--- src/rtl/ultrasonic_echo_ranger_top_assert.svh ---
// Assertion macros shared by the ranger modules
`ifndef ULTRASONIC_ECHO_RANGER_TOP_ASSERT_SVH
`define ULTRASONIC_ECHO_RANGER_TOP_ASSERT_SVH

// Check that a condition implies another in the same cycle
`define UER_ASSERT_SAME(label, clk, rst_n, ante, cons) \
    label: assert property (@(posedge clk) disable iff (!(rst_n)) (ante) |-> (cons)) \
        else $error("uer assertion failed");

// Check that a condition implies another in the next cycle
`define UER_ASSERT_NEXT(label, clk, rst_n, ante, cons) \
    label: assert property (@(posedge clk) disable iff (!(rst_n)) (ante) |=> (cons)) \
        else $error("uer assertion failed");

`endif

--- src/rtl/uer_pkg.sv ---
// Package: shared constants, codes and control structs of the echo ranger
package uer_pkg;

    localparam int COUNT_WIDTH_DEF = 16;

    localparam int CFG_IDX_W  = 2;
    localparam int CFG_DATA_W = 16;
    localparam int DIST_W     = 16;

    // Configuration register indexes
    localparam logic [CFG_IDX_W-1:0] CFG_TRIGGER_TICKS = 2'd0;
    localparam logic [CFG_IDX_W-1:0] CFG_TIMEOUT_TICKS = 2'd1;
    localparam logic [CFG_IDX_W-1:0] CFG_CM_DIVIDER    = 2'd2;

    // Configuration reset values
    localparam logic [7:0]  TRIGGER_TICKS_RST = 8'd15;
    localparam logic [15:0] TIMEOUT_TICKS_RST = 16'd38000;
    localparam logic [7:0]  CM_DIVIDER_RST    = 8'd58;

    localparam logic [DIST_W-1:0] DIST_MAX = 16'hFFFF;

    // Measurement phase codes
    localparam logic [2:0] PH_IDLE      = 3'd0;
    localparam logic [2:0] PH_TRIG      = 3'd1;
    localparam logic [2:0] PH_WAIT_RISE = 3'd2;
    localparam logic [2:0] PH_ECHO_HIGH = 3'd3;

    // Commands from controller to datapath
    typedef struct packed {
        logic load;
        logic eval;
        logic div_run;
        logic push;
    } t_cmd;

    // Status from datapath to controller
    typedef struct packed {
        logic need_div;
        logic div_last;
    } t_sts;

endpackage

--- src/rtl/uer_in_if.sv ---
// Interface: input item channel (tick or start command plus echo level)
interface uer_in_if;
    logic valid;
    logic ready;
    logic cmd;
    logic echo_level;

    modport source(output valid, output cmd, output echo_level, input ready);
    modport sink(input valid, input cmd, input echo_level, output ready);
endinterface

--- src/rtl/uer_out_if.sv ---
// Interface: result item channel (pin level, status flags and distance)
interface uer_out_if;
    logic        valid;
    logic        ready;
    logic        trigger_level;
    logic        busy_res;
    logic        done_res;
    logic        timed_out;
    logic [15:0] distance_cm;

    modport source(output valid, output trigger_level, output busy_res, output done_res,
                   output timed_out, output distance_cm, input ready);
    modport sink(input valid, input trigger_level, input busy_res, input done_res,
                 input timed_out, input distance_cm, output ready);
endinterface

--- src/rtl/uer_ctrl.sv ---
// Controller: sequences accept, evaluate, divide and result push per item
`include "ultrasonic_echo_ranger_top_assert.svh"
module uer_ctrl (
    input  logic          i_clk,
    input  logic          i_rst_n,
    input  logic          i_in_valid,
    output logic          o_in_ready,
    output logic          o_out_valid,
    input  logic          i_out_ready,
    output uer_pkg::t_cmd o_cmd,
    input  uer_pkg::t_sts i_sts
);
    import uer_pkg::*;

    localparam logic [1:0] S_IDLE = 2'd0;
    localparam logic [1:0] S_EVAL = 2'd1;
    localparam logic [1:0] S_DIV  = 2'd2;
    localparam logic [1:0] S_PUSH = 2'd3;

    logic [1:0] r_state, n_state;
    logic       r_out_valid, n_out_valid;
    logic       out_free;
    logic       accept;

    assign out_free = !r_out_valid || i_out_ready;
    assign accept   = i_in_valid && (r_state == S_IDLE);

    // Next state
    always_comb begin
        n_state = r_state;
        case (r_state)
            S_IDLE: begin
                if (i_in_valid) n_state = S_EVAL;
            end
            S_EVAL: begin
                n_state = i_sts.need_div ? S_DIV : S_PUSH;
            end
            S_DIV: begin
                if (i_sts.div_last) n_state = S_PUSH;
            end
            S_PUSH: begin
                if (out_free) n_state = S_IDLE;
            end
            default: n_state = S_IDLE;
        endcase
    end

    // Output register valid: set on push, drop when taken
    always_comb begin
        n_out_valid = r_out_valid;
        if (r_state == S_PUSH && out_free) begin
            n_out_valid = 1'b1;
        end else if (i_out_ready) begin
            n_out_valid = 1'b0;
        end
    end

    always_ff @(posedge i_clk) begin
        if (!i_rst_n) begin
            r_state     <= S_IDLE;
            r_out_valid <= 1'b0;
        end else begin
            r_state     <= n_state;
            r_out_valid <= n_out_valid;
        end
    end

    // Commands
    assign o_cmd.load    = accept;
    assign o_cmd.eval    = (r_state == S_EVAL);
    assign o_cmd.div_run = (r_state == S_DIV);
    assign o_cmd.push    = (r_state == S_PUSH) && out_free;

    assign o_in_ready  = (r_state == S_IDLE);
    assign o_out_valid = r_out_valid;

    `UER_ASSERT_NEXT(a_accept_eval, i_clk, i_rst_n, accept, r_state == S_EVAL)
    `UER_ASSERT_NEXT(a_div_hold, i_clk, i_rst_n, (r_state == S_DIV) && !i_sts.div_last, r_state == S_DIV)
    `UER_ASSERT_NEXT(a_push_valid, i_clk, i_rst_n, (r_state == S_PUSH) && out_free, r_out_valid)

endmodule

--- src/rtl/uer_dp.sv ---
// Datapath: configuration, measurement counters, serial divider, result register
`include "ultrasonic_echo_ranger_top_assert.svh"
module uer_dp #(
    parameter int COUNT_WIDTH = uer_pkg::COUNT_WIDTH_DEF
) (
    input  logic                           i_clk,
    input  logic                           i_rst_n,
    input  logic                           i_cfg_we,
    input  logic [uer_pkg::CFG_IDX_W-1:0]  i_cfg_idx,
    input  logic [uer_pkg::CFG_DATA_W-1:0] i_cfg_data,
    input  logic                           i_cmd,
    input  logic                           i_echo_level,
    input  uer_pkg::t_cmd                  i_ctl,
    output uer_pkg::t_sts                  o_sts,
    output logic                           o_trigger_level,
    output logic                           o_busy_res,
    output logic                           o_done_res,
    output logic                           o_timed_out,
    output logic [uer_pkg::DIST_W-1:0]     o_distance_cm
);
    import uer_pkg::*;

    localparam int DCW = $clog2(COUNT_WIDTH);
    localparam int QW  = (COUNT_WIDTH > DIST_W) ? COUNT_WIDTH : DIST_W;

    // Configuration
    logic [7:0]  r_cfg_trig;
    logic [15:0] r_cfg_tmo;
    logic [7:0]  r_cfg_div;

    always_ff @(posedge i_clk) begin
        if (!i_rst_n) begin
            r_cfg_trig <= TRIGGER_TICKS_RST;
            r_cfg_tmo  <= TIMEOUT_TICKS_RST;
            r_cfg_div  <= CM_DIVIDER_RST;
        end else if (i_cfg_we) begin
            case (i_cfg_idx)
                CFG_TRIGGER_TICKS: r_cfg_trig <= i_cfg_data[7:0];
                CFG_TIMEOUT_TICKS: r_cfg_tmo  <= i_cfg_data[15:0];
                CFG_CM_DIVIDER:    r_cfg_div  <= i_cfg_data[7:0];
                default: ;
            endcase
        end
    end

    // Latch the accepted item
    logic r_in_cmd, r_in_echo;

    always_ff @(posedge i_clk) begin
        if (i_ctl.load) begin
            r_in_cmd  <= i_cmd;
            r_in_echo <= i_echo_level;
        end
    end

    // Measurement state
    logic [2:0]             r_phase, n_phase;
    logic [7:0]             r_tc, n_tc;
    logic [15:0]            r_wc, n_wc;
    logic [COUNT_WIDTH-1:0] r_ec, n_ec;
    logic [DIST_W-1:0]      r_dist;
    logic                   r_done, r_tmo;
    logic                   fin, tmo;

    // Advance the measurement by one item
    always_comb begin
        n_phase = r_phase;
        n_tc    = r_tc;
        n_wc    = r_wc;
        n_ec    = r_ec;
        fin     = 1'b0;
        tmo     = 1'b0;
        if (r_in_cmd) begin
            if (r_phase == PH_IDLE) begin
                n_phase = PH_TRIG;
                n_tc    = '0;
                n_wc    = '0;
                n_ec    = '0;
            end
        end else if (r_phase == PH_TRIG) begin
            if (r_tc != 8'hFF) n_tc = r_tc + 8'd1;
            if (n_tc >= r_cfg_trig) n_phase = PH_WAIT_RISE;
        end else if (r_phase == PH_WAIT_RISE || r_phase == PH_ECHO_HIGH) begin
            if (r_wc != 16'hFFFF) n_wc = r_wc + 16'd1;
            if (r_phase == PH_WAIT_RISE) begin
                if (r_in_echo) begin
                    n_phase = PH_ECHO_HIGH;
                    n_ec    = COUNT_WIDTH'(1);
                end
            end else if (r_in_echo) begin
                if (r_ec != {COUNT_WIDTH{1'b1}}) n_ec = r_ec + COUNT_WIDTH'(1);
            end else begin
                fin = 1'b1;
            end
            if (!fin && n_wc >= r_cfg_tmo) begin
                fin = 1'b1;
                tmo = 1'b1;
            end
            if (fin) n_phase = PH_IDLE;
        end
    end

    // Restoring divider, one quotient bit a cycle
    logic [7:0]             r_rem, n_rem;
    logic [COUNT_WIDTH-1:0] r_quo, n_quo;
    logic [DCW-1:0]         r_dcnt;
    logic [8:0]             shifted, diff;
    logic                   ge;
    logic [QW-1:0]          q_ext;
    logic [DIST_W-1:0]      q_sat;

    assign shifted = {r_rem, r_quo[COUNT_WIDTH-1]};
    assign ge      = shifted >= {1'b0, r_cfg_div};
    assign diff    = shifted - {1'b0, r_cfg_div};
    assign n_rem   = ge ? diff[7:0] : shifted[7:0];
    assign n_quo   = {r_quo[COUNT_WIDTH-2:0], ge};
    assign q_ext   = QW'(n_quo);
    assign q_sat   = (q_ext > QW'(DIST_MAX)) ? DIST_MAX : q_ext[DIST_W-1:0];

    assign o_sts.need_div = fin;
    assign o_sts.div_last = (r_dcnt == DCW'(COUNT_WIDTH - 1));

    always_ff @(posedge i_clk) begin
        if (i_ctl.eval && fin) begin
            r_quo  <= n_ec;
            r_rem  <= '0;
            r_dcnt <= '0;
        end else if (i_ctl.div_run) begin
            r_quo  <= n_quo;
            r_rem  <= n_rem;
            r_dcnt <= r_dcnt + DCW'(1);
        end
    end

    // Commit measurement state
    always_ff @(posedge i_clk) begin
        if (!i_rst_n) begin
            r_phase <= PH_IDLE;
            r_tc    <= '0;
            r_wc    <= '0;
            r_ec    <= '0;
            r_dist  <= '0;
            r_done  <= 1'b0;
            r_tmo   <= 1'b0;
        end else begin
            if (i_ctl.eval) begin
                r_phase <= n_phase;
                r_tc    <= n_tc;
                r_wc    <= n_wc;
                r_ec    <= n_ec;
                r_done  <= fin;
                r_tmo   <= tmo;
            end
            if (i_ctl.div_run && o_sts.div_last) begin
                r_dist <= (r_cfg_div == 8'd0) ? DIST_MAX : q_sat;
            end
        end
    end

    // Result register
    always_ff @(posedge i_clk) begin
        if (i_ctl.push) begin
            o_trigger_level <= (r_phase == PH_TRIG);
            o_busy_res      <= (r_phase != PH_IDLE);
            o_done_res      <= r_done;
            o_timed_out     <= r_tmo;
            o_distance_cm   <= r_dist;
        end
    end

    `UER_ASSERT_SAME(a_done_idle, i_clk, i_rst_n, r_done, r_phase == PH_IDLE)
    `UER_ASSERT_SAME(a_tmo_done, i_clk, i_rst_n, r_tmo, r_done)
    `UER_ASSERT_SAME(a_echo_nonzero, i_clk, i_rst_n, r_phase == PH_ECHO_HIGH, r_ec != '0)

endmodule

--- src/rtl/ultrasonic_echo_ranger_top.sv ---
// Top level: ultrasonic echo-pulse range finder
//
//  channel   dir  port     payload
//  items in  in   i_in     cmd, echo_level
//  results   out  o_out    trigger_level, busy_res, done_res, timed_out, distance_cm
//  config    in   i_cfg_*  we, idx (0 trigger, 1 timeout, 2 divider), 16-bit data
//
// An item holds the block through accept, evaluate and push, its result registered
// at the push; one that ends a measurement also runs the one-bit-a-cycle divider.
// Reset is synchronous, active low; it restores the configuration defaults.
// A waiting result does not block the next accept: the next item is worked and
// held until the output register frees.
module ultrasonic_echo_ranger_top #(
    parameter int COUNT_WIDTH = uer_pkg::COUNT_WIDTH_DEF
) (
    input  logic                           i_clk,
    input  logic                           i_rst_n,
    uer_in_if.sink                         i_in,
    uer_out_if.source                      o_out,
    input  logic                           i_cfg_we,
    input  logic [uer_pkg::CFG_IDX_W-1:0]  i_cfg_idx,
    input  logic [uer_pkg::CFG_DATA_W-1:0] i_cfg_data
);
    import uer_pkg::*;

    t_cmd ctl;
    t_sts sts;

    // Sequencer
    uer_ctrl u_ctrl (
        .i_clk       (i_clk),
        .i_rst_n     (i_rst_n),
        .i_in_valid  (i_in.valid),
        .o_in_ready  (i_in.ready),
        .o_out_valid (o_out.valid),
        .i_out_ready (o_out.ready),
        .o_cmd       (ctl),
        .i_sts       (sts)
    );

    // Counters, divider and result register
    uer_dp #(
        .COUNT_WIDTH (COUNT_WIDTH)
    ) u_dp (
        .i_clk           (i_clk),
        .i_rst_n         (i_rst_n),
        .i_cfg_we        (i_cfg_we),
        .i_cfg_idx       (i_cfg_idx),
        .i_cfg_data      (i_cfg_data),
        .i_cmd           (i_in.cmd),
        .i_echo_level    (i_in.echo_level),
        .i_ctl           (ctl),
        .o_sts           (sts),
        .o_trigger_level (o_out.trigger_level),
        .o_busy_res      (o_out.busy_res),
        .o_done_res      (o_out.done_res),
        .o_timed_out     (o_out.timed_out),
        .o_distance_cm   (o_out.distance_cm)
    );

endmodule
--- src/flat_wrapper.sv ---
// flat-port wrapper written by rule: the top's interface ports become plain ports
module ultrasonic_echo_ranger_top_flat import uer_pkg::*;
#(
    parameter int COUNT_WIDTH = uer_pkg::COUNT_WIDTH_DEF
)
  (i_clk, i_rst_n, i_cfg_we, i_cfg_idx, i_cfg_data, i_in_valid, i_in_cmd, i_in_echo_level, i_in_ready, o_out_valid, o_out_trigger_level, o_out_busy_res, o_out_done_res, o_out_timed_out, o_out_distance_cm, o_out_ready);
  uer_in_if i_in_i ();
  uer_out_if o_out_i ();
  input  logic i_clk;
  input  logic i_rst_n;
  input  logic i_cfg_we;
  input  logic [uer_pkg::CFG_IDX_W-1:0] i_cfg_idx;
  input  logic [uer_pkg::CFG_DATA_W-1:0] i_cfg_data;
  input wire logic [$bits(i_in_i.valid)-1:0] i_in_valid;
  input wire logic [$bits(i_in_i.cmd)-1:0] i_in_cmd;
  input wire logic [$bits(i_in_i.echo_level)-1:0] i_in_echo_level;
  output wire logic [$bits(i_in_i.ready)-1:0] i_in_ready;
  output wire logic [$bits(o_out_i.valid)-1:0] o_out_valid;
  output wire logic [$bits(o_out_i.trigger_level)-1:0] o_out_trigger_level;
  output wire logic [$bits(o_out_i.busy_res)-1:0] o_out_busy_res;
  output wire logic [$bits(o_out_i.done_res)-1:0] o_out_done_res;
  output wire logic [$bits(o_out_i.timed_out)-1:0] o_out_timed_out;
  output wire logic [$bits(o_out_i.distance_cm)-1:0] o_out_distance_cm;
  input wire logic [$bits(o_out_i.ready)-1:0] o_out_ready;
  assign i_in_i.valid = i_in_valid;
  assign i_in_i.cmd = i_in_cmd;
  assign i_in_i.echo_level = i_in_echo_level;
  assign i_in_ready = i_in_i.ready;
  assign o_out_valid = o_out_i.valid;
  assign o_out_trigger_level = o_out_i.trigger_level;
  assign o_out_busy_res = o_out_i.busy_res;
  assign o_out_done_res = o_out_i.done_res;
  assign o_out_timed_out = o_out_i.timed_out;
  assign o_out_distance_cm = o_out_i.distance_cm;
  assign o_out_i.ready = o_out_ready;
  ultrasonic_echo_ranger_top #(.COUNT_WIDTH(COUNT_WIDTH)) u_core (.i_clk(i_clk), .i_rst_n(i_rst_n), .i_in(i_in_i), .o_out(o_out_i), .i_cfg_we(i_cfg_we), .i_cfg_idx(i_cfg_idx), .i_cfg_data(i_cfg_data));
endmodule
--- config.mk ---
export PLATFORM = sky130hd
export DESIGN_NAME = ultrasonic_echo_ranger_top_flat
export DESIGN_NICKNAME = d
export VERILOG_FILES = /design/src/rtl/uer_pkg.sv /design/src/rtl/uer_in_if.sv /design/src/rtl/uer_out_if.sv /design/src/rtl/uer_ctrl.sv /design/src/rtl/uer_dp.sv /design/src/rtl/ultrasonic_echo_ranger_top.sv /design/src/flat_wrapper.sv
export VERILOG_INCLUDE_DIRS = /design/src /design/src/rtl
export SDC_FILE = /design/constraint.sdc
export NUM_CORES = 1
export LEC_CHECK = 0
export BUFFER_PORTS_ARGS = -buffer_cell sky130_fd_sc_hd__buf_2
export CAP_MARGIN = 0
export CORE_MARGIN = 1
export CORE_UTILIZATION = 40
export CTS_BUF_LIST = sky130_fd_sc_hd__clkbuf_4 sky130_fd_sc_hd__clkbuf_8 sky130_fd_sc_hd__clkbuf_16
export DETAILED_ROUTE_END_ITERATION = 7
export MAX_ROUTING_LAYER = met4
export PLACE_DENSITY = 0.64
export SLEW_MARGIN = 5
export SYNTH_ARGS = -nofsm -noshare
export SYNTH_HDL_FRONTEND = slang
export SYNTH_HIERARCHICAL = 1
export SYNTH_SLANG_ARGS = --single-unit
--- constraint.sdc ---
create_clock -name i_clk -period 4.6 [get_ports i_clk]
set_input_delay 0.46 -clock i_clk [delete_from_list [all_inputs] [get_ports i_clk]]
set_output_delay 0.46 -clock i_clk [all_outputs]
set_load 0.03 [all_outputs]
==> reports/qor.yml <==
synth-seq-cells: 145
diodes: 0
die_w_um: 142
ir_worst_vdd_uv: 300
cp-start-kind: "register"
netSwitchingPower_mw: 1.51
min_to: "u_core/u_dp/r_in_cmd$_DFFE_PP_"
holdCritStartpoint: "i_in_cmd"
relSlewSlack_pct: 23.9
ctsResizeCount: 0
num-nets-final: 959
io-pin-count: 47
p_per_area_mw_per_mm2: 473
power_frac_comb_pct: 26.6
drt-pass1-iter-count: 5
yosysWarnings: 6
overflow: 0
fin_crit_ns: 4.21
synth_edf_count: 38
io_buffers: 46
utilization_pct: 46.7
skew_ns: 0.0116
power_frac_seq_pct: 40.1
hold_path_class: "input pin to register"
insertion_delay_ns: 0.44
worstPathMaxFanout: 15
worstPathArrival_ns: 4.35
clock-sinks: 145
hold_viol_final: 0
gp_congestion: 0.917
drive_above_1_share_pct: 15.3
synthToLayoutAreaGrowth_pct: 12.9
worst_pin_slew_ns: 1.14
postCtsHoldBufs: 0
min_path_cells: 1
drc: 0
setup_viol: 0
cp-end-kind: "register"
netlist_area_mm2: 0.00787
drt_iter0_markers: 385
clk_path_buf_depth: 2
avgRoutedWirePerCell_um: 15.3
ys_async_sr_fraction_pct: 0
rows: 50
cts_buffers: 17
synth_cell_types: 82
synth.avg_cell_area_um2: 9.06
antenna_found_initial: 0
grt_pass1_wl_mm: 29.5
maxSlewViolCount: 0
fin_crit_sh_pct: 91.5
grt_max_degree: 49
fillerInstances: 1857
hpwlAfterDp_mm: 12.7
grt_pass1_vias: 5844
r2r_end: "u_core/u_dp/r_quo[13]$_DFFE_PP_"
r2r_slack_ns: 0.39
rsz0062_at_grt: "false"
cp-startpoint: "u_core/u_dp/r_wc[4]$_SDFFE_PN0P_"
core_mm2: 0.0190
syn_nets: 935
dieArea_mm2: 0.0202
ys.flop_type: "dfxtp_1"
htreeDepth: 4
vias: 6451
intPower_mw: 2.69
cts_tree: "done"
cts_setup_buffers: 0
ant_nets: 0
r2r-start: "u_core/u_dp/r_wc[4]$_SDFFE_PN0P_"
power.share.clock_pct: 33.2
avgViaCountPerCell: 5.53
outcome: "finished, final reports clean"
reg2reg_depth: 12
multi_input_area_mm2: 0.00421
clkTransAtPathRegs_ns: 0.07
swShare_pct: 35.9
routed_wirelength_mm: 17.9
drv_cap: 0
regArea_mm2: 0.00328
initial_utilization_pct: 41.4
layout.cells.most_common: "dfxtp_1"
clockRootBuffer: "clkbuf_16"
synth_cells: 869
path_class: "register to register"
cp.required_ns: 4.74
final_cell_mix: "dfxtp_1, nand2_1, nor2_1, a21oi_1, buf_2"
p_leak_nw: 3.48
yosysSeqAreaShare_pct: 41.7
grtUsageTotal_pct: 19.3
tns_ns: 0
die_h_um: 142
max_freq_mhz: 237
synth_stat cells, types with 6 or more instances:
library cell / n / share of area (%)
a211oi_1: 6 / 0.57
a21oi_1: 63 / 4.0
a22oi_1: 9 / 0.86
a31oi_1: 9 / 0.72
and3_1: 12 / 0.95
clkbuf_1: 33 / 1.6
dfxtp_1: 107 / 27
edfxtp_1: 38 / 15
ha_1: 40 / 6.4
inv_1: 42 / 2.0
mux2_2: 15 / 2.1
mux2i_1: 16 / 2.0
nand2_1: 86 / 4.1
nand2b_1: 17 / 1.4
nand3_1: 29 / 1.8
nand4_1: 20 / 1.6
nor2_1: 74 / 3.5
nor2b_1: 9 / 0.72
nor3_1: 14 / 0.89
o211ai_1: 16 / 1.5
o21a_1: 12 / 1.1
o21ai_0: 45 / 2.9
o221a_2: 15 / 2.1
o31ai_1: 8 / 0.76
xnor2_1: 11 / 1.2
xor2_1: 10 / 1.1
area by class of cell:
| type | count | area share, % |
|---|---|---|
| Tap cell | 260 | 3.66 |
| Inverter | 44 | 1.86 |
| Clock inverter | 15 | 2.13 |
| Clock buffer | 17 | 4.79 |
| Sequential cell | 145 | 37.0 |
| Timing Repair Buffer | 53 | 3.18 |
| Multi-Input combinational cell | 632 | 47.4 |
worst max-delay path by stage:
stage,end,depth (start not counted)
floorplan,u_core/u_dp/r_quo[0]$_DFFE_PP_,13
global placement,u_core/u_dp/r_quo[0]$_DFFE_PP_,12
detailed placement,u_core/u_dp/r_quo[3]$_DFFE_PP_,12
CTS,u_core/u_dp/r_quo[13]$_DFFE_PP_,12
global route,u_core/u_dp/r_quo[0]$_DFFE_PP_,12
finish,u_core/u_dp/r_quo[13]$_DFFE_PP_,12
power groups by stage:
stage,Combinational (mW),Clock [mW],Sequential (mW)
2_1_floorplan,0.867,0,1.66
3_3_place_gp,1.08,0,1.71
3_5_place_dp,1.10,0,1.71
4_1_cts,1.11,1.42,1.68
5_1_grt,1.24,1.48,1.71
6_report,1.12,1.40,1.69
state kept, by name, summed over array words and instances, names as in the netlist:
signal / flops
u_core/u_dp/o_busy_res: 1
u_core/u_dp/r_ec: 16
u_core/u_dp/r_dist: 16
u_core/u_dp/r_in_cmd: 1
u_core/u_dp/o_done_res: 1
u_core/u_dp/r_cfg_trig: 8
u_core/u_ctrl/r_state: 2
u_core/u_dp/r_rem: 8
u_core/u_ctrl/o_out_valid: 1
u_core/u_dp/r_cfg_div: 8
u_core/u_dp/o_distance_cm: 16
u_core/u_dp/r_in_echo: 1
u_core/u_dp/r_tmo: 1
u_core/u_dp/o_trigger_level: 1
u_core/u_dp/r_done: 1
u_core/u_dp/o_timed_out: 1
u_core/u_dp/r_phase: 2
u_core/u_dp/r_wc: 16
u_core/u_dp/r_quo: 16
u_core/u_dp/r_dcnt: 4
u_core/u_dp/r_tc: 8
u_core/u_dp/r_cfg_tmo: 16
metrics by stage:
step / setup slack [ns] / std cells / hold WS, ns / instance area (um^2) / total power [mW]
6_report: 0.389 / 1166 / 0.219 / 8880 / 4.20
5_1_grt: 0.0725 / 1166 / 0.212 / 8880 / 4.43
4_1_cts: 0.436 / 1166 / 0.211 / 8880 / 4.22
3_5_place_dp: 0.476 / 1134 / 0.424 / 8270 / 2.80
3_3_place_gp: 0.577 / 1134 / 0.422 / 8270 / 2.79
2_1_floorplan: 0.705 / 869 / 0.401 / 7870 / 2.52
worst max-delay path, cell delays in order (launching register included):
cell and delay, ns:
dfxtp_1 0.42, and3_1 0.31, nand4_1 0.22, nor3_1 0.37, and3_1 0.26, mux2_2 0.35, ha_1 0.31, nand4_1 0.13
nor3_1 0.39, a211oi_4 0.17, nor2_2 0.60, or2_1 0.22, buf_4 0.17
layer usage:
metal	routed length, um	part of all wire, %	up-vias	track usage [%]
met5	0	0	-	-
met4	248	1.4	0	6.45
met3	821	4.6	20	3.40
met2	7780	43	191	28.0
met1	9030	51	3011	26.9
li1	-	-	3229	-
logic make-up after synthesis:
group	after synthesis	share of synthesized area (%)
buffers and inverters	92	4.77
AND/OR/NAND/NOR	307	19.6
flip-flops	145	41.7
multiplexers	32	4.37
XOR/XNOR	21	2.34
adder cells (fa/ha/maj)	41	6.61
AO/OA/AOI/OAI	231	20.5
Power figures use the tool's default switching activity.
